===== config.mk =====
export PLATFORM = sky130hd
export DESIGN_NAME = sorted_key_table_flat
export DESIGN_NICKNAME = d
export VERILOG_FILES = /design/src/hw/rtl/skt_pkg.sv /design/src/hw/rtl/skt_if.sv /design/src/hw/rtl/skt_mem.sv /design/src/hw/rtl/skt_seq.sv /design/src/hw/rtl/sorted_key_table.sv /design/src/flat_wrapper.sv
export VERILOG_INCLUDE_DIRS = /design/src /design/src/hw/rtl
export SDC_FILE = /design/constraint.sdc
export NUM_CORES = 1
export LEC_CHECK = 0
export ABC_AREA = 1
export BUFFER_PORTS_ARGS = -buffer_cell sky130_fd_sc_hd__clkbuf_2
export CAP_MARGIN = 20
export CORE_MARGIN = 10
export CORE_UTILIZATION = 55
export CTS_CLUSTER_SIZE = 30
export DETAILED_ROUTE_END_ITERATION = 12
export GPL_TIMING_DRIVEN = 0
export PLACE_DENSITY = 0.76
export SYNTH_ARGS = -nofsm -noshare
export SYNTH_HDL_FRONTEND = slang
export SYNTH_HIERARCHICAL = 1
export SYNTH_SLANG_ARGS = --single-unit
export TNS_END_PERCENT = 5

===== constraint.sdc =====
create_clock -name clk -period 3.8 [get_ports clk]
set_input_delay 0.19 -clock clk [delete_from_list [all_inputs] [get_ports clk]]
set_output_delay 0.19 -clock clk [all_outputs]
set_load 0.02 [all_outputs]

===== src/hw/rtl/sorted_key_table_assert.svh =====
// Assertion macros used by the top level of the sorted key table.
`ifndef SORTED_KEY_TABLE_ASSERT_SVH
`define SORTED_KEY_TABLE_ASSERT_SVH

// The consequent must hold in the same cycle as the antecedent.
`define SKT_ASSERT_SAME(lbl, ante, cons, msg) \
  lbl: assert property (@(posedge clk) disable iff (!rst_n) (ante) |-> (cons)) \
    else $error(msg);

// The consequent must hold in the cycle after the antecedent.
`define SKT_ASSERT_NEXT(lbl, ante, cons, msg) \
  lbl: assert property (@(posedge clk) disable iff (!rst_n) (ante) |=> (cons)) \
    else $error(msg);

`endif


===== src/hw/rtl/skt_pkg.sv =====
package skt_pkg;

  localparam int KEY_W    = 11;
  localparam int TAG_W    = 16;
  localparam int RANK_W   = 4;
  localparam int COUNT_W  = 5;
  localparam int STATUS_W = 3;

  typedef enum logic [1:0] {
    CMD_INSERT = 2'd0,
    CMD_DELETE = 2'd1,
    CMD_QUERY  = 2'd2,
    CMD_READ   = 2'd3
  } skt_cmd_t;

  typedef enum logic [STATUS_W-1:0] {
    ST_OK        = 3'd0,
    ST_BOOKED    = 3'd1,
    ST_NOT_FOUND = 3'd2,
    ST_EMPTY     = 3'd3,
    ST_FULL      = 3'd4
  } skt_status_t;

  typedef enum logic [3:0] {
    S_IDLE,
    S_START,
    S_SCAN_RD,
    S_SCAN_CHK,
    S_EVAL,
    S_SHIFT_RD,
    S_SHIFT_WR,
    S_WRITE,
    S_READ_CAP,
    S_DONE
  } skt_state_t;

  typedef struct packed {
    logic [KEY_W-1:0] key;
    logic [TAG_W-1:0] tag;
  } skt_entry_t;

  typedef struct packed {
    skt_status_t        status;
    logic               slot_free;
    logic               entry_valid;
    logic [KEY_W-1:0]   entry_time;
    logic [TAG_W-1:0]   entry_tag;
    logic [COUNT_W-1:0] entry_count;
  } skt_res_t;

endpackage


===== src/hw/rtl/skt_if.sv =====
interface skt_in_if
  import skt_pkg::*;
();
  logic              valid;
  logic              ready;
  skt_cmd_t          command;
  logic [KEY_W-1:0]  slot_time;
  logic [TAG_W-1:0]  detail_tag;
  logic [RANK_W-1:0] rank;

  modport source (output valid, command, slot_time, detail_tag, rank, input ready);
  modport sink (input valid, command, slot_time, detail_tag, rank, output ready);
endinterface

interface skt_out_if
  import skt_pkg::*;
();
  logic               valid;
  logic               ready;
  skt_status_t        status;
  logic               slot_free;
  logic               entry_valid;
  logic [KEY_W-1:0]   entry_time;
  logic [TAG_W-1:0]   entry_tag;
  logic [COUNT_W-1:0] entry_count;

  modport source (output valid, status, slot_free, entry_valid, entry_time, entry_tag,
                  entry_count, input ready);
  modport sink (input valid, status, slot_free, entry_valid, entry_time, entry_tag,
                entry_count, output ready);
endinterface


===== src/hw/rtl/skt_mem.sv =====
module skt_mem
  import skt_pkg::*;
#(
  parameter int DEPTH = 16,
  parameter int AW    = 4
) (
  input  logic          clk,
  input  logic          we,
  input  logic [AW-1:0] waddr,
  input  skt_entry_t    wdata,
  input  logic [AW-1:0] raddr,
  output skt_entry_t    rdata
);

  skt_entry_t mem [DEPTH];

  always_ff @(posedge clk) begin
    if (we) begin
      mem[waddr] <= wdata;
    end
  end

  always_ff @(posedge clk) begin
    rdata <= mem[raddr];
  end

endmodule


===== src/hw/rtl/skt_seq.sv =====
module skt_seq
  import skt_pkg::*;
#(
  parameter int CAPACITY = 16,
  parameter int IW       = 4,
  parameter int CW       = 5
) (
  input  logic              clk,
  input  logic              rst_n,
  input  logic              in_fire,
  input  skt_cmd_t          in_command,
  input  logic [KEY_W-1:0]  in_slot_time,
  input  logic [TAG_W-1:0]  in_detail_tag,
  input  logic [RANK_W-1:0] in_rank,
  output logic              in_ready,
  output logic              res_valid,
  input  logic              res_take,
  output skt_res_t          res,
  output logic [CW-1:0]     used_count,
  output logic              mem_we,
  output logic [IW-1:0]     mem_waddr,
  output skt_entry_t        mem_wdata,
  output logic [IW-1:0]     mem_raddr,
  input  skt_entry_t        mem_rdata
);

  skt_state_t        state_r, state_nxt;
  skt_cmd_t          cmd_r;
  logic [KEY_W-1:0]  key_r;
  logic [TAG_W-1:0]  tag_r;
  logic [RANK_W-1:0] rank_r;
  logic [CW-1:0]     used_r, used_nxt;
  logic [CW-1:0]     idx_r, idx_nxt;
  logic [CW-1:0]     pos_r, pos_nxt;
  logic              found_r, found_nxt;
  skt_status_t       status_r, status_nxt;
  logic              free_r, free_nxt;
  logic              evalid_r, evalid_nxt;
  skt_entry_t        entry_r, entry_nxt;

  logic          cmp_eq, cmp_gt;
  logic          is_empty, is_full, rank_out;
  logic [CW-1:0] idx_dec, idx_inc, idx_inc2;

  // One comparator serves every step of the scan.
  assign cmp_eq   = (mem_rdata.key == key_r);
  assign cmp_gt   = (mem_rdata.key > key_r);
  assign is_empty = (used_r == '0);
  assign is_full  = (32'(used_r) == CAPACITY);
  assign rank_out = (32'(rank_r) >= 32'(used_r));
  assign idx_dec  = idx_r - CW'(1);
  assign idx_inc  = idx_r + CW'(1);
  assign idx_inc2 = idx_r + CW'(2);

  always_comb begin
    state_nxt = state_r;
    unique case (state_r)
      S_IDLE: begin
        if (in_fire) state_nxt = S_START;
      end
      S_START: begin
        unique case (cmd_r)
          CMD_READ:   state_nxt = (is_empty || rank_out) ? S_DONE : S_READ_CAP;
          CMD_DELETE: state_nxt = is_empty ? S_DONE : S_SCAN_RD;
          default:    state_nxt = S_SCAN_RD;
        endcase
      end
      S_SCAN_RD: begin
        state_nxt = (idx_r == used_r) ? S_EVAL : S_SCAN_CHK;
      end
      S_SCAN_CHK: begin
        state_nxt = (cmp_eq || cmp_gt) ? S_EVAL : S_SCAN_RD;
      end
      S_EVAL: begin
        unique case (cmd_r)
          CMD_INSERT: begin
            if (found_r || is_full) state_nxt = S_DONE;
            else if (idx_r == used_r) state_nxt = S_WRITE;
            else state_nxt = S_SHIFT_RD;
          end
          CMD_DELETE: begin
            if (!found_r || idx_inc == used_r) state_nxt = S_DONE;
            else state_nxt = S_SHIFT_RD;
          end
          default: state_nxt = S_DONE;
        endcase
      end
      S_SHIFT_RD: state_nxt = S_SHIFT_WR;
      S_SHIFT_WR: begin
        if (cmd_r == CMD_INSERT) begin
          state_nxt = (idx_dec == pos_r) ? S_WRITE : S_SHIFT_RD;
        end else begin
          state_nxt = (idx_inc2 == used_r) ? S_DONE : S_SHIFT_RD;
        end
      end
      S_WRITE:    state_nxt = S_DONE;
      S_READ_CAP: state_nxt = S_DONE;
      S_DONE: begin
        if (res_take) state_nxt = S_IDLE;
      end
      default: state_nxt = S_IDLE;
    endcase
  end

  always_comb begin
    used_nxt   = used_r;
    idx_nxt    = idx_r;
    pos_nxt    = pos_r;
    found_nxt  = found_r;
    status_nxt = status_r;
    free_nxt   = free_r;
    evalid_nxt = evalid_r;
    entry_nxt  = entry_r;
    mem_we     = 1'b0;
    mem_waddr  = idx_r[IW-1:0];
    mem_wdata  = mem_rdata;
    mem_raddr  = idx_r[IW-1:0];
    unique case (state_r)
      S_START: begin
        idx_nxt    = '0;
        found_nxt  = 1'b0;
        status_nxt = ST_OK;
        free_nxt   = 1'b0;
        evalid_nxt = 1'b0;
        entry_nxt  = '0;
        mem_raddr  = IW'(rank_r);
        if (cmd_r == CMD_READ) begin
          if (is_empty) status_nxt = ST_EMPTY;
          else if (rank_out) status_nxt = ST_NOT_FOUND;
        end else if (cmd_r == CMD_DELETE && is_empty) begin
          status_nxt = ST_EMPTY;
        end
      end
      S_SCAN_CHK: begin
        found_nxt = cmp_eq;
        if (!(cmp_eq || cmp_gt)) idx_nxt = idx_inc;
      end
      S_EVAL: begin
        pos_nxt = idx_r;
        unique case (cmd_r)
          CMD_INSERT: begin
            if (found_r) status_nxt = ST_BOOKED;
            else if (is_full) status_nxt = ST_FULL;
            idx_nxt = used_r;
          end
          CMD_DELETE: begin
            if (!found_r) status_nxt = ST_NOT_FOUND;
            else if (idx_inc == used_r) used_nxt = used_r - CW'(1);
          end
          default: free_nxt = !found_r;
        endcase
      end
      S_SHIFT_RD: begin
        mem_raddr = (cmd_r == CMD_INSERT) ? idx_dec[IW-1:0] : idx_inc[IW-1:0];
      end
      S_SHIFT_WR: begin
        mem_we = 1'b1;
        if (cmd_r == CMD_INSERT) begin
          idx_nxt = idx_dec;
        end else begin
          idx_nxt = idx_inc;
          if (idx_inc2 == used_r) used_nxt = used_r - CW'(1);
        end
      end
      S_WRITE: begin
        mem_we    = 1'b1;
        mem_waddr = pos_r[IW-1:0];
        mem_wdata = '{key: key_r, tag: tag_r};
        used_nxt  = used_r + CW'(1);
      end
      S_READ_CAP: begin
        evalid_nxt = 1'b1;
        entry_nxt  = mem_rdata;
      end
      default: ;
    endcase
  end

  always_ff @(posedge clk) begin
    if (!rst_n) begin
      state_r <= S_IDLE;
      used_r  <= '0;
    end else begin
      state_r <= state_nxt;
      used_r  <= used_nxt;
    end
  end

  always_ff @(posedge clk) begin
    if (in_fire) begin
      cmd_r  <= in_command;
      key_r  <= in_slot_time;
      tag_r  <= in_detail_tag;
      rank_r <= in_rank;
    end
    idx_r    <= idx_nxt;
    pos_r    <= pos_nxt;
    found_r  <= found_nxt;
    status_r <= status_nxt;
    free_r   <= free_nxt;
    evalid_r <= evalid_nxt;
    entry_r  <= entry_nxt;
  end

  assign in_ready   = (state_r == S_IDLE);
  assign res_valid  = (state_r == S_DONE);
  assign used_count = used_r;

  always_comb begin
    res.status      = status_r;
    res.slot_free   = free_r;
    res.entry_valid = evalid_r;
    res.entry_time  = entry_r.key;
    res.entry_tag   = entry_r.tag;
    res.entry_count = COUNT_W'(used_r);
  end

endmodule


===== src/hw/rtl/sorted_key_table.sv =====
// Sorted key table: holds up to CAPACITY unique 11-bit time keys in ascending order, each
// with a 16-bit tag, in one single-port-write, registered-read memory, and answers insert,
// delete, query and read-at-rank commands with one result item each. An insert, delete or
// query scans the table from rank 0 through one comparator, with a read and a check state
// per entry examined, and an insert or delete then moves the entries behind the position
// one at a time, with a read and a write state per entry, as the memory gives one read and
// one write a cycle. The scan and the move together pass over the table once, while a read
// at rank fetches its entry without a scan. The result waits while the previous one is
// still held in the output register, and the next item is taken in the cycle after the
// result has moved there.
`include "sorted_key_table_assert.svh"

module sorted_key_table
  import skt_pkg::*;
#(
  parameter int CAPACITY = 16
) (
  input logic  clk,
  input logic  rst_n,
  skt_in_if.sink    in_if,
  skt_out_if.source out_if
);

  localparam int IW = $clog2(CAPACITY);
  localparam int CW = $clog2(CAPACITY + 1);

  logic          in_fire;
  logic          res_valid, res_take;
  skt_res_t      res;
  logic [CW-1:0] used_count;
  logic          mem_we;
  logic [IW-1:0] mem_waddr, mem_raddr;
  skt_entry_t    mem_wdata, mem_rdata;
  logic          out_valid_r;
  skt_res_t      out_r;

  assign in_fire = in_if.valid && in_if.ready;

  skt_seq #(
    .CAPACITY (CAPACITY),
    .IW       (IW),
    .CW       (CW)
  ) u_seq (
    .clk           (clk),
    .rst_n         (rst_n),
    .in_fire       (in_fire),
    .in_command    (in_if.command),
    .in_slot_time  (in_if.slot_time),
    .in_detail_tag (in_if.detail_tag),
    .in_rank       (in_if.rank),
    .in_ready      (in_if.ready),
    .res_valid     (res_valid),
    .res_take      (res_take),
    .res           (res),
    .used_count    (used_count),
    .mem_we        (mem_we),
    .mem_waddr     (mem_waddr),
    .mem_wdata     (mem_wdata),
    .mem_raddr     (mem_raddr),
    .mem_rdata     (mem_rdata)
  );

  skt_mem #(
    .DEPTH (CAPACITY),
    .AW    (IW)
  ) u_mem (
    .clk   (clk),
    .we    (mem_we),
    .waddr (mem_waddr),
    .wdata (mem_wdata),
    .raddr (mem_raddr),
    .rdata (mem_rdata)
  );

  assign res_take = res_valid && (!out_valid_r || out_if.ready);

  always_ff @(posedge clk) begin
    if (!rst_n) begin
      out_valid_r <= 1'b0;
    end else if (res_take) begin
      out_valid_r <= 1'b1;
    end else if (out_if.ready) begin
      out_valid_r <= 1'b0;
    end
  end

  always_ff @(posedge clk) begin
    if (res_take) begin
      out_r <= res;
    end
  end

  assign out_if.valid       = out_valid_r;
  assign out_if.status      = out_r.status;
  assign out_if.slot_free   = out_r.slot_free;
  assign out_if.entry_valid = out_r.entry_valid;
  assign out_if.entry_time  = out_r.entry_time;
  assign out_if.entry_tag   = out_r.entry_tag;
  assign out_if.entry_count = out_r.entry_count;

  `SKT_ASSERT_NEXT(a_busy_after_accept, in_fire, !in_if.ready, "ready after accepting an item")
  `SKT_ASSERT_SAME(a_entry_ok, out_valid_r && out_r.entry_valid, out_r.status == ST_OK, "entry with bad status")
  `SKT_ASSERT_SAME(a_count_bound, 1'b1, 32'(used_count) <= CAPACITY, "entry count above capacity")
  `SKT_ASSERT_NEXT(a_take_loads, res_take, out_valid_r && out_r.entry_count == $past(res.entry_count), "result not loaded")

endmodule


===== src/flat_wrapper.sv =====
// flat-port wrapper written by rule: the top's interface ports become plain ports
module sorted_key_table_flat import skt_pkg::*;
#(
  parameter int CAPACITY = 16
)
  (clk, rst_n, in_if_valid, in_if_command, in_if_slot_time, in_if_detail_tag, in_if_rank, in_if_ready, out_if_valid, out_if_status, out_if_slot_free, out_if_entry_valid, out_if_entry_time, out_if_entry_tag, out_if_entry_count, out_if_ready);
  skt_in_if in_if_i ();
  skt_out_if out_if_i ();
  input logic clk;
  input logic rst_n;
  input wire logic [$bits(in_if_i.valid)-1:0] in_if_valid;
  input wire logic [$bits(in_if_i.command)-1:0] in_if_command;
  input wire logic [$bits(in_if_i.slot_time)-1:0] in_if_slot_time;
  input wire logic [$bits(in_if_i.detail_tag)-1:0] in_if_detail_tag;
  input wire logic [$bits(in_if_i.rank)-1:0] in_if_rank;
  output wire logic [$bits(in_if_i.ready)-1:0] in_if_ready;
  output wire logic [$bits(out_if_i.valid)-1:0] out_if_valid;
  output wire logic [$bits(out_if_i.status)-1:0] out_if_status;
  output wire logic [$bits(out_if_i.slot_free)-1:0] out_if_slot_free;
  output wire logic [$bits(out_if_i.entry_valid)-1:0] out_if_entry_valid;
  output wire logic [$bits(out_if_i.entry_time)-1:0] out_if_entry_time;
  output wire logic [$bits(out_if_i.entry_tag)-1:0] out_if_entry_tag;
  output wire logic [$bits(out_if_i.entry_count)-1:0] out_if_entry_count;
  input wire logic [$bits(out_if_i.ready)-1:0] out_if_ready;
  assign in_if_i.valid = in_if_valid;
  assign in_if_i.command = in_if_command;
  assign in_if_i.slot_time = in_if_slot_time;
  assign in_if_i.detail_tag = in_if_detail_tag;
  assign in_if_i.rank = in_if_rank;
  assign in_if_ready = in_if_i.ready;
  assign out_if_valid = out_if_i.valid;
  assign out_if_status = out_if_i.status;
  assign out_if_slot_free = out_if_i.slot_free;
  assign out_if_entry_valid = out_if_i.entry_valid;
  assign out_if_entry_time = out_if_i.entry_time;
  assign out_if_entry_tag = out_if_i.entry_tag;
  assign out_if_entry_count = out_if_i.entry_count;
  assign out_if_i.ready = out_if_ready;
  sorted_key_table #(.CAPACITY(CAPACITY)) u_core (.clk(clk), .rst_n(rst_n), .in_if(in_if_i), .out_if(out_if_i));
endmodule

# [Word-level counts from Yosys, hierarchy flattened]
# Memories as Yosys holds them, arrays and structs flattened. A register that Yosys moved wholly into a read port is not among the register bits.
# Index checks and enable logic that the tools add are counted.
# W data, S select, Z words.
[word_totals] mem_bits_rw=432 word_cells=134 memories=1 reg_bits=123
[op_classes] mux=48 n_reduce_logical=27 add_sub_neg=5 eq_ne=30 n_lt_le_gt_ge=2
[memory_table] name="u_core.u_mem.mem" depth=16 word_bits=27 rd=1 rd_clocked_by_memory_dff=1 wr=1 line_no="skt_mem.sv:15" text="skt_entry_t mem [DEPTH];"
[op_table] operator="$pmux W27 S2" n=1
[op_table] operator="$mux W5" n=8
[op_table] operator="$mux W4" n=9
[op_table] operator="$pmux W4 S9" n=1
[op_table] operator="$mux W27" n=1
[op_table] operator="$pmux W4 S2" n=3
[op_table] operator="$eq A5 B5 Y1" n=4
[op_table] operator="$ne A2 B2 Y1 const B" n=10
[op_table] operator="$pmux W5 S4" n=1
[op_table] operator="$mux W3" n=6
[op_table] operator="$eq A4 B3 Y1 const B" n=4
[op_table] operator="$pmux W5 S3" n=1
[op_table] operator="$pmux W3 S2" n=2
[op_table] operator="$eq A11 B11 Y1" n=1
[op_table] operator="$gt A11 B11 Y1" n=1
[op_table] operator="$add A5 B1 Y5 const B" n=2
[op_table] operator="$mux W2" n=5
[op_table] operator="$sub A5 B1 Y5 const B" n=2
[op_table] operator="$eq A4 B2 Y1 const B" n=2
[op_table] operator="$eq A4 B4 Y1 const B" n=2
[op_table] operator="$reduce_bool A2 Y1" n=4
[op_table] operator="$mux W1" n=7
[op_table] operator="$ne A3 B3 Y1 const B" n=2
[op_table] operator="$pmux W1 S2" n=3
[op_table] operator="20 further kinds" n=30

# [Logic depth before layout (Yosys ltp)]
[depth] word_depth=6 depth_mapped=15 ltp_nobuf=14

# [Hierarchy]
# The synthesis kept the hierarchy.
[modules_own_cells] mod="skt_mem" n_inst=1 area_each_um2=19064.5 cells_per_inst=1791
[modules_own_cells] mod="skt_seq" n_inst=1 area_each_um2=4830.9 cells_per_inst=551
[modules_own_cells] mod="sorted_key_table" n_inst=1 area_each_um2=1169.9 cells_per_inst=46

# [Worst setup path after synthesis]
# Ideal clock, no wire load.
[synth_path] kind="register to register" from="reg u_core.u_seq.state_r[0]" to="reg u_core.u_seq.state_r[0]" path_buffers=0 path_stages_with_launch=13 t_arrival_ns=3.252 setup_time_ns=0.070 path_slack_ns=0.478 path_cell_list="dfxtp_1 > inv_1 > nor2_1 > inv_1 > nor2_1 > inv_1 > a21oi_1 > inv_1 > nand2_1 > o21ai_0 > inv_1 > nand2_1 > a21oi_1"
[synth_between] elab_chain_len=4
[synth_rtl] item="start: declaration" line_no="skt_seq.sv:27" text="skt_state_t state_r, state_nxt;"
[synth_rtl] item="start signal: assignment" line_no="skt_seq.sv:184" text="state_r <= state_nxt;"
[synth_rtl] item="$eq A4 B4 Y1" line_no="skt_seq.sv:206" text="assign res_valid = (state_r == S_DONE);"
[synth_rtl] item="via u_core.res_valid" line_no="sorted_key_table.sv:28" text="logic res_valid, res_take;"
[synth_rtl] item="$logic_and A1 B1 Y1" line_no="sorted_key_table.sv:75" text="assign res_take = res_valid && (!out_valid_r || out_if.ready);"
[synth_rtl] item="via u_core.res_take" line_no="sorted_key_table.sv:28"
[synth_rtl] item="$ne A2 B2 Y1 (no line)"
[synth_rtl] item="$reduce_and A2 Y1 (no line)"
# The timed path passes the listed nets, and every way through them passes these cells.
# A chain may end at the register's enable or synchronous reset.

# [Worst setup path in the final report]
[layout_path] from="reg u_core.u_seq.state_r[2]" to="mem u_core/u_mem/mem[12][0] (netlist bit) (enable)"
[layout_rtl] item="$eq A4 B3 Y1" line_no="skt_seq.sv:118" text="unique case (state_r)"
[layout_rtl] item="$mux W4" line_no="skt_seq.sv:118"
[layout_rtl] item="via u_core.mem_waddr[0]" line_no="sorted_key_table.sv:32" text="logic [IW-1:0] mem_waddr, mem_raddr;"
[layout_rtl] item="end: declaration" line_no="skt_mem.sv:15"
# The timed path passes the listed nets, and every way through them passes these cells.

==> flow_summary.json <==
{
  "routed_wl_um": 66400,
  "arrival_ps": 3770,
  "wl_per_cell_um": 20.5,
  "min_path_type": "in2reg",
  "drcViolationCount": 0,
  "cts_root_buf": "clkbuf_16",
  "path_clk_slew_ps": 70,
  "first_pass_iters": 6,
  "multi_input_area_um2": 5920,
  "worstMarginPinSlew_ps": 1140,
  "fp.coreArea_um2": 45200,
  "cts_setup_buffers": 0,
  "yosys_warnings": 6,
  "dp.cells": 3098,
  "globalplace.congestion": 0.928,
  "synth_fp_nets": 2444,
  "hp-start": "in_if_detail_tag[8]",
  "cts.path.max_buffers": 3,
  "clock_sinks": 582,
  "clk_latency_ps": 620,
  "final_nets": 2652,
  "fp.dieH_um": 233,
  "rr_startpoint": "u_core/u_seq/state_r[2]",
  "hold_viol_final": 0,
  "cp_max_fo": 27,
  "vias": 17900,
  "slew_violations": 0,
  "die_w_um": 233,
  "grtUsageTotal_pct": 24.1,
  "final_core_util_pct": 64.1,
  "pin_count": 76,
  "final_cells": 3234,
  "grt-ovfl-total": 0,
  "rsz0062_at_grt": "false",
  "h-tree-depth": 2,
  "layout_commonest_cell": "nand2_1",
  "ir_worst_vdd_uv": 585,
  "cts_tree": "yes",
  "netlist_area_um2": 25000,
  "critPathLaunch": "u_core/u_seq/state_r[2]",
  "start_util_pct": 55.4,
  "grt_max_degree": 30,
  "viasPerCell": 5.54,
  "grt_pass1_wl_um": 99100,
  "p_per_area_nw_per_um2": 761,
  "avgSynthCellArea_um2": 10.5,
  "synth_cells": 2383,
  "setup_viol": 0,
  "crit_type": "reg2reg",
  "clock.fmax_mhz": 282,
  "io_buffers": 75,
  "regArea_um2": 17100,
  "area_delta_synth_final_pct": 15.8,
  "die_area_um2": 54400,
  "min_period_ps": 3550,
  "fp-row-count": 78,
  "grt_pass1_vias": 17200,
  "cp_data_required_time_ps": 4020,
  "finalClockSkew_ps": 35.7,
  "end_kind": "flip-flop",
  "drtIter0Drc": 2390,
  "start_kind": "flip-flop",
  "hpwlAfterDp_um": 44200,
  "maxCapViolations": 0,
  "period_share_pct": 93.4,
  "mostFrequentLayoutCells": "693 x nand2_1, 545 x edfxtp_1, 417 x inv_1",
  "antenna_found_initial": 0,
  "post_cts_resized": 0,
  "relSlewSlack_pct": 23.4,
  "drive_above_1_share_pct": 11.3,
  "diodes": 0,
  "power.static_leakage_nw": 12.3,
  "run_status": "completed",
  "drtAntennaViolNets": 0,
  "numCtsBuffers": 55,
  "fillers": 3243
}
## final cells by class
class                   count  area share (%)
repair buffers            151            4.45
clock inverters            20           0.665
well taps                 600            2.59
plain buffers              99            1.79
clock buffers              80            5.49
flip-flops and latches    582            59.0
multi-input cells        1273            20.4
inverters                 429            5.57
## final timing paths
path,cells past startpoint,endpoint,slack (ps)
worst min register to register,0,u_core/out_if.entry_time[1],420
worst max-delay path,9,u_core/u_mem/mem[12][0],250
worst min-delay path,2,u_core/u_seq/tag_r[8],280
worst max register to register,9,u_core/u_mem/mem[12][0],250
## critical path, stage by stage, from the launching register on
cell and delay [ps]:
dfxtp_1 360, inv_1 110, nor2_4 140, nand2_1 80, clkinv_1 230, clkbuf_1 640, o21ai_0 310, inv_1 130
nand2_1 250, nor2_4 890
## flip-flops by register name (all words and copies together), names as in the netlist
register,cells
u_core/u_seq/evalid_r,1
u_core/out_if.slot_free,1
u_core/out_if.status,3
u_core/u_seq/idx_r,5
u_core/out_if.entry_time,11
u_core/u_mem/mem,432
u_core/u_seq/free_r,1
u_core/u_seq/used_count,5
u_core/u_seq/found_r,1
u_core/out_if.valid,1
u_core/out_if.entry_valid,1
u_core/u_mem/rdata,27
u_core/u_seq/key_r,11
u_core/u_seq/rank_r,4
u_core/u_seq/cmd_r,2
u_core/u_seq/status_r,3
u_core/u_seq/state_r,4
u_core/out_if.entry_tag,16
u_core/out_if.entry_count,5
u_core/u_seq/res,27
u_core/u_seq/pos_r,5
u_core/u_seq/tag_r,16
## what timing repair did
item	4_1_cts	5_1_grt
hold endpoints to repair	40	0
hold buffers	36	0
setup endpoints to repair	0	0
## power by group
group          switching (mW)  internal [mW]
registers               0.239           8.32
clock network            2.33           3.04
logic                    5.91           2.20
total                    8.48           13.6
## metal layers
layer	part of all wire, %	vias to the layer above	track usage [%]	routed length, um
met2	48	1110	39.7	31700
met4	3.1	0	8.78	2060
met3	12	149	4.45	8240
li1	-	8166	-	-
met5	0	-	0	0
met1	37	8496	31.6	24400
## per-stage QoR
stage	TNS, ps	hold slack (ps)	cell area [um2]	power, mW	setup slack (ps)
2_1_floorplan	0	288	25000	13.3	478
3_3_place_gp	-347890	367	26200	15.9	-937
3_5_place_dp	0	369	26800	16.4	343
4_1_cts	0	252	29000	21.8	319
5_1_grt	0	278	29000	23.0	154
6_report	0	275	29000	22.0	251
No activity file was read; power rests on OpenSTA's default activity.
